==> src/rtl/bms_pkg.sv <==
// ----------------------------------------------------------------------------
// Bread maker sequencer package
// Widths, register indexes, reset values, phase encoding and phase codes.
// ----------------------------------------------------------------------------
package bms_pkg;

    localparam int STAMP_BITS_DEF = 32;
    localparam int TIME_W         = 18;
    localparam int SHOW_W         = 17;
    localparam int PHASE_W        = 4;
    localparam int TEMP_W         = 8;
    localparam int CFG_IDX_W      = 3;
    localparam int CFG_DATA_W     = 16;
    localparam int STEP_W         = 12;
    localparam int LOCKOUT_W      = 10;
    localparam int INTERVAL_W     = 16;

    // Configuration register indexes.
    localparam logic [CFG_IDX_W-1:0] CFG_MIX_DEFAULT   = 3'd0;
    localparam logic [CFG_IDX_W-1:0] CFG_REST_DEFAULT  = 3'd1;
    localparam logic [CFG_IDX_W-1:0] CFG_BAKE_DEFAULT  = 3'd2;
    localparam logic [CFG_IDX_W-1:0] CFG_TIME_STEP     = 3'd3;
    localparam logic [CFG_IDX_W-1:0] CFG_PRESS_LOCKOUT = 3'd4;
    localparam logic [CFG_IDX_W-1:0] CFG_TICK_INTERVAL = 3'd5;

    // Register reset values.
    localparam logic [CFG_DATA_W-1:0] RST_MIX_DEFAULT   = 16'd1500;
    localparam logic [CFG_DATA_W-1:0] RST_REST_DEFAULT  = 16'd5400;
    localparam logic [CFG_DATA_W-1:0] RST_BAKE_DEFAULT  = 16'd2400;
    localparam logic [STEP_W-1:0]     RST_TIME_STEP     = 12'd60;
    localparam logic [LOCKOUT_W-1:0]  RST_PRESS_LOCKOUT = 10'd10;
    localparam logic [INTERVAL_W-1:0] RST_TICK_INTERVAL = 16'd1000;

    localparam logic signed [TIME_W-1:0] TIME_MAX = 18'sd65535;

    localparam logic [TEMP_W-1:0] TEMP_RESET = 8'd152;
    localparam logic [TEMP_W-1:0] TEMP_COLD  = 8'd0;
    localparam logic [TEMP_W-1:0] TEMP_BAKE  = 8'd127;

    // Phase codes as seen on the result channel.
    localparam logic [PHASE_W-1:0] PC_OFF      = 4'd0;
    localparam logic [PHASE_W-1:0] PC_SET_MIX  = 4'd1;
    localparam logic [PHASE_W-1:0] PC_SET_REST = 4'd2;
    localparam logic [PHASE_W-1:0] PC_SET_BAKE = 4'd3;
    localparam logic [PHASE_W-1:0] PC_MIXING   = 4'd4;
    localparam logic [PHASE_W-1:0] PC_RESTING  = 4'd5;
    localparam logic [PHASE_W-1:0] PC_BAKING   = 4'd6;
    localparam logic [PHASE_W-1:0] PC_DONE     = 4'd7;
    localparam logic [PHASE_W-1:0] PC_READY    = 4'd8;

    // Button positions in the level vector.
    localparam int BTN_UP   = 0;
    localparam int BTN_DOWN = 1;
    localparam int BTN_OK   = 2;

    typedef enum logic [8:0] {
        PH_OFF      = 9'b0_0000_0001,
        PH_SET_MIX  = 9'b0_0000_0010,
        PH_SET_REST = 9'b0_0000_0100,
        PH_SET_BAKE = 9'b0_0000_1000,
        PH_MIXING   = 9'b0_0001_0000,
        PH_RESTING  = 9'b0_0010_0000,
        PH_BAKING   = 9'b0_0100_0000,
        PH_DONE     = 9'b0_1000_0000,
        PH_READY    = 9'b1_0000_0000
    } t_phase;

    function automatic logic [PHASE_W-1:0] phase_code(input t_phase ph);
        logic [PHASE_W-1:0] code;
        case (ph)
            PH_OFF:      code = PC_OFF;
            PH_SET_MIX:  code = PC_SET_MIX;
            PH_SET_REST: code = PC_SET_REST;
            PH_SET_BAKE: code = PC_SET_BAKE;
            PH_MIXING:   code = PC_MIXING;
            PH_RESTING:  code = PC_RESTING;
            PH_BAKING:   code = PC_BAKING;
            PH_DONE:     code = PC_DONE;
            PH_READY:    code = PC_READY;
            default:     code = PC_OFF;
        endcase
        return code;
    endfunction

endpackage

==> src/rtl/bms_in_if.sv <==
// ----------------------------------------------------------------------------
// Bread maker sequencer sample channel
// Valid/ready channel carrying one timestamped sample of the three buttons.
// ----------------------------------------------------------------------------
interface bms_in_if #(
    parameter int STAMP_BITS = bms_pkg::STAMP_BITS_DEF
);
    logic                  valid;
    logic                  ready;
    logic [STAMP_BITS-1:0] now_ms;
    logic                  up_level;
    logic                  down_level;
    logic                  ok_level;

    modport source (output valid, output now_ms, output up_level, output down_level,
                    output ok_level, input ready);
    modport sink   (input valid, input now_ms, input up_level, input down_level,
                    input ok_level, output ready);
endinterface

==> src/rtl/bms_out_if.sv <==
// ----------------------------------------------------------------------------
// Bread maker sequencer result channel
// Valid/ready channel carrying the phase, drives and display data of a sample.
// ----------------------------------------------------------------------------
interface bms_out_if;
    logic                                valid;
    logic                                ready;
    logic [bms_pkg::PHASE_W-1:0]         phase;
    logic                                motor_on;
    logic                                heater_on;
    logic                                show_valid;
    logic signed [bms_pkg::SHOW_W-1:0]   show_time;
    logic                                show_degrees;
    logic [bms_pkg::TEMP_W-1:0]          temperature;
    logic                                finished;

    modport source (output valid, output phase, output motor_on, output heater_on,
                    output show_valid, output show_time, output show_degrees,
                    output temperature, output finished, input ready);
    modport sink   (input valid, input phase, input motor_on, input heater_on,
                    input show_valid, input show_time, input show_degrees,
                    input temperature, input finished, output ready);
endinterface

==> src/rtl/bread_maker_sequencer_top.sv <==
// ----------------------------------------------------------------------------
// Bread maker sequencer
// Button-driven time setting and mix, rest, bake run sequencer.
// ----------------------------------------------------------------------------
// Usage:
//   i_sample carries one beat per sample: a millisecond timestamp and the
//   active-low levels of the Up, Down and OK buttons. o_result returns one
//   beat per sample with the phase after the update, the motor and heater
//   drives, the display value and the temperature figure.
//   The configuration port writes register i_cfg_index with i_cfg_data at a
//   clock edge with i_cfg_we high; write it only while no sample is in flight.
//   A default time write loads that time only while the block is ready.
//   A sample passes the input register, which loads at the accepting edge,
//   and then the result register, which loads together with the state update
//   when results are taken. One sample is accepted every cycle as long as
//   results are taken; the whole update is one pass of compares and adds
//   behind the input register.
//   When the receiver stalls, the result register holds and the input
//   register takes one more beat before i_sample.ready drops.
//   Reset (synchronous, active low) empties both registers, returns to the
//   ready phase and restores all registers and times to their defaults.
// ----------------------------------------------------------------------------
module bread_maker_sequencer_top #(
    parameter int STAMP_BITS = bms_pkg::STAMP_BITS_DEF
) (
    input  logic                             i_clk,
    input  logic                             i_rst_n,
    input  logic                             i_cfg_we,
    input  logic [bms_pkg::CFG_IDX_W-1:0]    i_cfg_index,
    input  logic [bms_pkg::CFG_DATA_W-1:0]   i_cfg_data,
    bms_in_if.sink                           i_sample,
    bms_out_if.source                        o_result
);

    localparam int TW = bms_pkg::TIME_W;

    // Configuration registers.
    logic [bms_pkg::STEP_W-1:0]     r_time_step;
    logic [bms_pkg::LOCKOUT_W-1:0]  r_lockout;
    logic [bms_pkg::INTERVAL_W-1:0] r_interval;

    // Input register.
    logic                  r_in_valid;
    logic [STAMP_BITS-1:0] r_in_now;
    logic [2:0]            r_in_levels;

    // Sequencer state.
    bms_pkg::t_phase        r_phase, n_phase;
    logic signed [TW-1:0]   r_times [3];
    logic signed [TW-1:0]   n_times [3];
    logic [bms_pkg::TEMP_W-1:0] r_temp, n_temp;
    logic [2:0]             r_prev_levels;
    logic [STAMP_BITS-1:0]  r_press_stamp [3];
    logic [STAMP_BITS-1:0]  n_press_stamp [3];
    logic [STAMP_BITS-1:0]  r_phase_stamp [3];
    logic [STAMP_BITS-1:0]  n_phase_stamp [3];

    // Result register.
    logic                           r_out_valid;
    logic [bms_pkg::PHASE_W-1:0]    r_out_phase;
    logic                           r_out_motor;
    logic                           r_out_heater;
    logic                           r_out_show;
    logic signed [bms_pkg::SHOW_W-1:0] r_out_time;
    logic                           r_out_degrees;
    logic [bms_pkg::TEMP_W-1:0]     r_out_temp;
    logic                           r_out_finished;

    logic advance;
    logic proc;

    assign advance        = !r_out_valid || o_result.ready;
    assign proc           = r_in_valid && advance;
    assign i_sample.ready = !r_in_valid || advance;

    // Button presses: falling edge outside the lockout window.
    logic [2:0]            press;
    logic [STAMP_BITS-1:0] press_age [3];
    always_comb begin
        for (int b = 0; b < 3; b++) begin
            press_age[b] = r_in_now - r_press_stamp[b];
            press[b] = r_prev_levels[b] && !r_in_levels[b] &&
                       (press_age[b] > {{(STAMP_BITS-bms_pkg::LOCKOUT_W){1'b0}}, r_lockout});
        end
    end

    // Time slot used by the current phase, and the slot shown after OK.
    logic [1:0] sel_k;
    logic [1:0] sel_next;
    always_comb begin
        case (r_phase)
            bms_pkg::PH_SET_MIX,  bms_pkg::PH_MIXING:  begin sel_k = 2'd0; sel_next = 2'd1; end
            bms_pkg::PH_SET_REST, bms_pkg::PH_RESTING: begin sel_k = 2'd1; sel_next = 2'd2; end
            bms_pkg::PH_SET_BAKE, bms_pkg::PH_BAKING:  begin sel_k = 2'd2; sel_next = 2'd0; end
            default:                                   begin sel_k = 2'd0; sel_next = 2'd0; end
        endcase
    end

    logic signed [TW-1:0]  cur_time;
    logic signed [TW-1:0]  step_s;
    logic signed [TW-1:0]  up_sum;
    logic signed [TW-1:0]  t_up;
    logic signed [TW-1:0]  t_dn;
    logic signed [TW-1:0]  t_tick;
    logic [STAMP_BITS-1:0] tick_age;
    logic                  tick_due;

    assign cur_time = r_times[sel_k];
    assign step_s   = $signed({{(TW-bms_pkg::STEP_W){1'b0}}, r_time_step});
    assign up_sum   = cur_time + step_s;
    assign t_up     = press[bms_pkg::BTN_UP]
                    ? ((up_sum > bms_pkg::TIME_MAX) ? bms_pkg::TIME_MAX : up_sum) : cur_time;
    assign t_dn     = (press[bms_pkg::BTN_DOWN] && (t_up > 0)) ? (t_up - step_s) : t_up;
    assign t_tick   = cur_time - step_s;
    assign tick_age = r_in_now - r_phase_stamp[sel_k];
    assign tick_due = tick_age > {{(STAMP_BITS-bms_pkg::INTERVAL_W){1'b0}}, r_interval};

    logic                 show;
    logic                 degrees;
    logic                 finished;
    logic signed [TW-1:0] shown;

    always_comb begin
        n_phase       = r_phase;
        n_times       = r_times;
        n_temp        = r_temp;
        n_press_stamp = r_press_stamp;
        n_phase_stamp = r_phase_stamp;
        show          = 1'b0;
        degrees       = 1'b0;
        finished      = 1'b0;
        shown         = '0;
        case (r_phase)
            bms_pkg::PH_READY: begin
                if (press[bms_pkg::BTN_OK]) begin
                    n_press_stamp[bms_pkg::BTN_OK] = r_in_now;
                    n_phase = bms_pkg::PH_SET_MIX;
                    show    = 1'b1;
                    shown   = r_times[0];
                end
            end
            bms_pkg::PH_SET_MIX, bms_pkg::PH_SET_REST, bms_pkg::PH_SET_BAKE: begin
                if (press[bms_pkg::BTN_UP]) begin
                    n_press_stamp[bms_pkg::BTN_UP] = r_in_now;
                end
                if (press[bms_pkg::BTN_DOWN]) begin
                    n_press_stamp[bms_pkg::BTN_DOWN] = r_in_now;
                end
                n_times[sel_k] = t_dn;
                if (press[bms_pkg::BTN_UP] || press[bms_pkg::BTN_DOWN]) begin
                    show  = 1'b1;
                    shown = t_dn;
                end
                // OK shows the time of the phase that follows.
                if (press[bms_pkg::BTN_OK]) begin
                    n_press_stamp[bms_pkg::BTN_OK] = r_in_now;
                    show  = 1'b1;
                    shown = r_times[sel_next];
                    case (r_phase)
                        bms_pkg::PH_SET_MIX:  n_phase = bms_pkg::PH_SET_REST;
                        bms_pkg::PH_SET_REST: n_phase = bms_pkg::PH_SET_BAKE;
                        default: begin
                            n_phase = bms_pkg::PH_MIXING;
                            n_temp  = bms_pkg::TEMP_COLD;
                        end
                    endcase
                end
            end
            bms_pkg::PH_MIXING, bms_pkg::PH_RESTING, bms_pkg::PH_BAKING: begin
                if (tick_due) begin
                    n_phase_stamp[sel_k] = r_in_now;
                    n_times[sel_k]       = t_tick;
                    show    = 1'b1;
                    degrees = 1'b1;
                    shown   = cur_time;
                    if (t_tick < 0) begin
                        case (r_phase)
                            bms_pkg::PH_MIXING: begin
                                n_phase = bms_pkg::PH_RESTING;
                                n_temp  = bms_pkg::TEMP_COLD;
                            end
                            bms_pkg::PH_RESTING: begin
                                n_phase = bms_pkg::PH_BAKING;
                                n_temp  = bms_pkg::TEMP_BAKE;
                            end
                            default: n_phase = bms_pkg::PH_DONE;
                        endcase
                    end
                end
            end
            bms_pkg::PH_DONE: begin
                n_phase  = bms_pkg::PH_OFF;
                finished = 1'b1;
            end
            default: begin
                n_phase = r_phase;
            end
        endcase
    end

    // Input register.
    always_ff @(posedge i_clk) begin
        if (!i_rst_n) begin
            r_in_valid <= 1'b0;
        end else if (i_sample.ready) begin
            r_in_valid <= i_sample.valid;
        end
        if (i_sample.valid && i_sample.ready) begin
            r_in_now    <= i_sample.now_ms;
            r_in_levels <= {i_sample.ok_level, i_sample.down_level, i_sample.up_level};
        end
    end

    // Configuration and sequencer state.
    always_ff @(posedge i_clk) begin
        if (!i_rst_n) begin
            r_time_step   <= bms_pkg::RST_TIME_STEP;
            r_lockout     <= bms_pkg::RST_PRESS_LOCKOUT;
            r_interval    <= bms_pkg::RST_TICK_INTERVAL;
            r_phase       <= bms_pkg::PH_READY;
            r_times[0]    <= $signed({{(TW-bms_pkg::CFG_DATA_W){1'b0}}, bms_pkg::RST_MIX_DEFAULT});
            r_times[1]    <= $signed({{(TW-bms_pkg::CFG_DATA_W){1'b0}}, bms_pkg::RST_REST_DEFAULT});
            r_times[2]    <= $signed({{(TW-bms_pkg::CFG_DATA_W){1'b0}}, bms_pkg::RST_BAKE_DEFAULT});
            r_temp        <= bms_pkg::TEMP_RESET;
            r_prev_levels <= 3'b111;
            for (int i = 0; i < 3; i++) begin
                r_press_stamp[i] <= '0;
                r_phase_stamp[i] <= '0;
            end
        end else begin
            if (i_cfg_we) begin
                case (i_cfg_index)
                    bms_pkg::CFG_MIX_DEFAULT, bms_pkg::CFG_REST_DEFAULT,
                    bms_pkg::CFG_BAKE_DEFAULT: begin
                        // The default only matters as the time it loads while ready.
                        if (r_phase == bms_pkg::PH_READY) begin
                            r_times[i_cfg_index[1:0]] <=
                                $signed({{(TW-bms_pkg::CFG_DATA_W){1'b0}}, i_cfg_data});
                        end
                    end
                    bms_pkg::CFG_TIME_STEP:     r_time_step <= i_cfg_data[bms_pkg::STEP_W-1:0];
                    bms_pkg::CFG_PRESS_LOCKOUT: r_lockout   <= i_cfg_data[bms_pkg::LOCKOUT_W-1:0];
                    bms_pkg::CFG_TICK_INTERVAL: r_interval  <= i_cfg_data;
                    default: begin
                    end
                endcase
            end
            if (proc) begin
                r_phase       <= n_phase;
                r_times       <= n_times;
                r_temp        <= n_temp;
                r_prev_levels <= r_in_levels;
                r_press_stamp <= n_press_stamp;
                r_phase_stamp <= n_phase_stamp;
            end
        end
    end

    // Result register.
    always_ff @(posedge i_clk) begin
        if (!i_rst_n) begin
            r_out_valid <= 1'b0;
        end else if (advance) begin
            r_out_valid <= r_in_valid;
        end
        if (proc) begin
            r_out_phase    <= bms_pkg::phase_code(n_phase);
            r_out_motor    <= (n_phase == bms_pkg::PH_MIXING);
            r_out_heater   <= (n_phase == bms_pkg::PH_BAKING);
            r_out_show     <= show;
            r_out_time     <= shown[bms_pkg::SHOW_W-1:0];
            r_out_degrees  <= degrees;
            r_out_temp     <= n_temp;
            r_out_finished <= finished;
        end
    end

    assign o_result.valid        = r_out_valid;
    assign o_result.phase        = r_out_phase;
    assign o_result.motor_on     = r_out_motor;
    assign o_result.heater_on    = r_out_heater;
    assign o_result.show_valid   = r_out_show;
    assign o_result.show_time    = r_out_time;
    assign o_result.show_degrees = r_out_degrees;
    assign o_result.temperature  = r_out_temp;
    assign o_result.finished     = r_out_finished;

endmodule
==> src/flat_wrapper.sv <==
// flat-port wrapper written by rule: the top's interface ports become plain ports
module bread_maker_sequencer_top_flat 
#(
    parameter int STAMP_BITS = bms_pkg::STAMP_BITS_DEF
)
  (i_clk, i_rst_n, i_cfg_we, i_cfg_index, i_cfg_data, i_sample_valid, i_sample_now_ms, i_sample_up_level, i_sample_down_level, i_sample_ok_level, i_sample_ready, o_result_valid, o_result_phase, o_result_motor_on, o_result_heater_on, o_result_show_valid, o_result_show_time, o_result_show_degrees, o_result_temperature, o_result_finished, o_result_ready);
  bms_in_if #(.STAMP_BITS(STAMP_BITS)) i_sample_i ();
  bms_out_if o_result_i ();
  input  logic i_clk;
  input  logic i_rst_n;
  input  logic i_cfg_we;
  input  logic [bms_pkg::CFG_IDX_W-1:0] i_cfg_index;
  input  logic [bms_pkg::CFG_DATA_W-1:0] i_cfg_data;
  input wire logic [$bits(i_sample_i.valid)-1:0] i_sample_valid;
  input wire logic [$bits(i_sample_i.now_ms)-1:0] i_sample_now_ms;
  input wire logic [$bits(i_sample_i.up_level)-1:0] i_sample_up_level;
  input wire logic [$bits(i_sample_i.down_level)-1:0] i_sample_down_level;
  input wire logic [$bits(i_sample_i.ok_level)-1:0] i_sample_ok_level;
  output wire logic [$bits(i_sample_i.ready)-1:0] i_sample_ready;
  output wire logic [$bits(o_result_i.valid)-1:0] o_result_valid;
  output wire logic [$bits(o_result_i.phase)-1:0] o_result_phase;
  output wire logic [$bits(o_result_i.motor_on)-1:0] o_result_motor_on;
  output wire logic [$bits(o_result_i.heater_on)-1:0] o_result_heater_on;
  output wire logic [$bits(o_result_i.show_valid)-1:0] o_result_show_valid;
  output wire logic [$bits(o_result_i.show_time)-1:0] o_result_show_time;
  output wire logic [$bits(o_result_i.show_degrees)-1:0] o_result_show_degrees;
  output wire logic [$bits(o_result_i.temperature)-1:0] o_result_temperature;
  output wire logic [$bits(o_result_i.finished)-1:0] o_result_finished;
  input wire logic [$bits(o_result_i.ready)-1:0] o_result_ready;
  assign i_sample_i.valid = i_sample_valid;
  assign i_sample_i.now_ms = i_sample_now_ms;
  assign i_sample_i.up_level = i_sample_up_level;
  assign i_sample_i.down_level = i_sample_down_level;
  assign i_sample_i.ok_level = i_sample_ok_level;
  assign i_sample_ready = i_sample_i.ready;
  assign o_result_valid = o_result_i.valid;
  assign o_result_phase = o_result_i.phase;
  assign o_result_motor_on = o_result_i.motor_on;
  assign o_result_heater_on = o_result_i.heater_on;
  assign o_result_show_valid = o_result_i.show_valid;
  assign o_result_show_time = o_result_i.show_time;
  assign o_result_show_degrees = o_result_i.show_degrees;
  assign o_result_temperature = o_result_i.temperature;
  assign o_result_finished = o_result_i.finished;
  assign o_result_i.ready = o_result_ready;
  bread_maker_sequencer_top #(.STAMP_BITS(STAMP_BITS)) u_core (.i_clk(i_clk), .i_rst_n(i_rst_n), .i_cfg_we(i_cfg_we), .i_cfg_index(i_cfg_index), .i_cfg_data(i_cfg_data), .i_sample(i_sample_i), .o_result(o_result_i));
endmodule
==> config.mk <==
export PLATFORM = sky130hd
export DESIGN_NAME = bread_maker_sequencer_top_flat
export DESIGN_NICKNAME = d
export VERILOG_FILES = /design/src/rtl/bms_pkg.sv /design/src/rtl/bms_in_if.sv /design/src/rtl/bms_out_if.sv /design/src/rtl/bread_maker_sequencer_top.sv /design/src/flat_wrapper.sv
export SDC_FILE = /design/constraint.sdc
export NUM_CORES = 1
export LEC_CHECK = 0
export BUFFER_PORTS_ARGS = -buffer_cell sky130_fd_sc_hd__buf_2
export CORE_UTILIZATION = 69
export CTS_CLUSTER_SIZE = 20
export DETAILED_ROUTE_END_ITERATION = 12
export HOLD_SLACK_MARGIN = 0.08
export MAX_ROUTING_LAYER = met4
export PLACE_DENSITY = 0.87
export SLEW_MARGIN = 20
export SYNTH_ARGS = -nofsm -noshare
export SYNTH_HDL_FRONTEND = slang
export SYNTH_SLANG_ARGS = --single-unit
==> constraint.sdc <==
create_clock -name i_clk -period 16.9 [get_ports i_clk]
set_input_delay 4.225 -clock i_clk [delete_from_list [all_inputs] [get_ports i_clk]]
set_output_delay 4.225 -clock i_clk [all_outputs]
set_load 0.02 [all_outputs]
==> results.md <==
- Row cnt: 73
- Syn nets: between 3000 and 4000
- Initial antenna violation count: 5
- FMAX: between 0.09 and 0.1 GHz
- Die X: roughly 200 µm
- Yosys warns: 0
- Largest net degree at the start of global routing: about 110
- Seq/Total Area, Yosys: 0.2929
- Clock Sinks: 375
- Final min period: just over 10 ns
- Skew-Pair Late Insertion Delay: ~0.63 ns
- Via Count: 29710
- Most instantiated cells after synthesis: 490 x nand2_1, 362 x a21oi_1, 313 x nor2_1
- Number of cells after detailed placement: between 4000 and 5000
- RSZ-0062 raised after global routing: no
- Critical path capture point type: flip-flop
- Post-synth ARST share: 0
- Pwr Density: around 83 nW/µm²
- Die area: slightly above 40000 µm²
- Wire length per cell: 24.22 µm
- Clock-pin slew on the worst setup and hold paths: 0.07 ns
- Max stage delay cell, worst path: nor4b_4
- Initial Util: 0.7027
- Slew Viols, Final: 0
- Post-DP HPWL: a little over 70000 µm
- Height of the die: roughly 200 µm
- Crit start category: flip-flop
- Netlist cell types: between 90 and 100
- Relative slew slack: 0.1115
- Routability congestion estimate: 1.056
- Grt total ovfl: 0
- Bufs on Longest Clock Path: 3
- TNS Setup: 0 ns
- Vias per cell: 7.103
- Drt total wl: 101300 µm
- Final hold slack: 0.4577 ns
- Slew @ Worst Pin: between 1 and 1.5 ns
- Gr usage total: 0.4944
- Layout area overhead: 8.857%
- Most frequent CP cell: o21ai_0
- Mean Syn Cell Area: just under 8 µm²
- Largest area contributor in the netlist: dfxtp_1
- Max Cap Viol: 0
- Root Driver: clkbuf_16
- Top-count cell post-synth: nand2_1
- Mapped cell area: 27980 µm²
- Syn Inst Count: roughly 3600
- Yosys reg bits: between 300 and 400
- Post-Place Worst Slack: ~7.3 ns
- Critical Path Max Stage Delay: roughly 1.1 ns
- Detailed Route Iter0 Violations: 4311
- Most used flip-flop cell after synthesis: dfxtp_1
- Worst vdd rail ir drop: ~100 µV
- Leakage: roughly 0.011 µW
- Hold Violations, Final: 0
- Overall power: approximately 2500 µW
- Global-route wire length before repair: around 160000 µm
- Max FO, Critical Path: 48
- Setup Fix Bufs, Post-CTS: 0
- CTS resizes: 0
- Final setup fails: 0
- Post-synth top area share: 0.2189
- Worst reg-to-reg setup slack: around 7 ns
- Worst Slack Setup Final: between 6 and 7 ns
- EDFF count, synth: 69
- Number of remaining DRC errors: 0
- PortBufs: 94
- Final period util: 0.5948
- Largest cells by area after synthesis: dfxtp_1 22%, ha_1 9.3%, edfxtp_1 7.4%
- Core area: between 30000 and 40000 µm²
- Critical path data required time: roughly 17 ns
- Critical Path AT: 10.38 ns
- Kind of critical path: flip-flop to flip-flop
- Share of cells above drive strength 1: 0.08409
- Boundary pin count: 95
- CTS tree: yes
- Antenna Violating Nets Remaining: 0
- Min-delay worst type: flip-flop to flip-flop
- Clk_skew: 0.04346 ns
- Num CTS Buffers: between 40 and 50
- CTS H-tree depth: 2
- Cell Count, Final, Fillers Out: 4183
- Status: finished, final reports clean
- Vias in the first global route: 28010
- DRT Pass-1 Iters: 9
- CTS Hold Buffers Added: 0
- Final #Nets: about 4000
-- cells in the final DEF, fill, tap and decap left out, types with 21 or more instances in the layout --
cell type  synthesis  routed
o21ai_0          180     178
xor2_1            35      35
nand2_1          490     489
nand3_1           98      98
buf_2             21      94
or3_1             32      32
a211oi_1          31      31
o211ai_1          75      75
buf_4              2      66
clkbuf_16          0      43
and3_1            31      31
ha_1             207     207
nand4_1           42      42
a22oi_1           21      21
xnor2_1           73      73
inv_1            207     207
nor3_1            72      64
edfxtp_1          69      69
nand2b_1          35      35
mux2i_1          143     143
nor2b_1           32      31
nor2_1           313     311
a21oi_1          362     361
a21o_1            51      51
dfxtp_1          306     306
a22o_1            42      42
a31oi_1           30      30
o21a_1            40      40
a221oi_1          37      37
-- flip-flops by register name, summed over array words and instances (netlist names) --
register / cells
u_core.r_phase_stamp: 96
u_core.r_press_stamp: 96
u_core.r_times: 54
u_core.r_in_now: 32
u_core.o_result.show_time: 17
u_core.r_interval: 16
u_core.r_time_step: 12
u_core.r_lockout: 10
u_core.r_phase: 9
u_core.o_result.temperature: 8
u_core.r_temp: 8
u_core.o_result.phase: 4
u_core.r_in_levels: 3
u_core.r_prev_levels: 3
u_core.o_result.finished: 1
u_core.o_result.heater_on: 1
u_core.o_result.motor_on: 1
u_core.o_result.show_degrees: 1
u_core.o_result.show_valid: 1
u_core.o_result.valid: 1
u_core.r_in_valid: 1
-- area by class of cell --
cell class / instances / area (µm²)
multi-input cells: 2828 / 18360
repair buffers: 161 / 980.9
fillers: 2912 / 9360
clock inverters: 21 / 261.5
inverters: 209 / 789.5
well taps: 525 / 656.9
diodes: 7 / 17.52
clock buffers: 57 / 1200
flip-flops and latches: 375 / 8198
-- worst max-delay path, delay by kind of cell, from the launching register on --
| kind | cells | cell delay (ns) |
|---|---|---|
| AND/OR/NAND/NOR | 7 | 2.57 |
| multiplexers | 1 | 0.21 |
| XOR/XNOR | 1 | 0.36 |
| buffers and inverters | 1 | 0.74 |
| AO/OA/AOI/OAI | 15 | 4.81 |
| flip-flops | 1 | 0.34 |
| adder cells (fa/ha/maj) | 2 | 0.74 |
-- kinds of logic after synthesis --
| family | count (synthesis) | synth area share |
|---|---|---|
| xor gates and xnor gates | 108 | 0.03380 |
| AOI/OAI and AO/OA | 1092 | 0.2577 |
| and+or+nand+nor | 1265 | 0.2102 |
| buffers and inverters | 386 | 0.05383 |
| muxes | 149 | 0.05397 |
| adders and majority gates | 214 | 0.09756 |
| DFF | 375 | 0.2929 |
-- where the power goes --
part	switching [µW]	total (µW)	internal (µW)
sequential	25.0	958	933
combinational	381	586	206
clock	424	991	567
-- stage by stage --
step | utilization | instance area (µm²)
finish | 0.7650 | 30460
global route | 0.7648 | 30460
CTS | 0.7640 | 30430
detailed placement | 0.7273 | 28960
global placement | 0.7272 | 28960
floorplan | - | 27980
-- metal layers --
metal / GRT usage / vias up / part of all wire / wire [µm]
li1: - / 13140 / - / -
met5: - / - / 0 / 0
met1: 0.5822 / 13670 / 0.36 / 36550
met4: 0.3346 / 0 / 0.079 / 8051
met2: 0.7335 / 2282 / 0.43 / 43410
met3: 0.1373 / 616 / 0.13 / 13300
-- worst paths after layout --
check | from | end | depth (start not counted)
max | u_core.r_phase[0] | u_core.o_result.show_time[13] | 27
min | u_core.r_phase_stamp[80] | u_core.r_phase_stamp[80] | 2
max reg2reg | u_core.r_phase[0] | u_core.o_result.show_time[13] | 27
min reg2reg | u_core.r_phase_stamp[80] | u_core.r_phase_stamp[80] | 2
(Power assumes the default switching activity.)
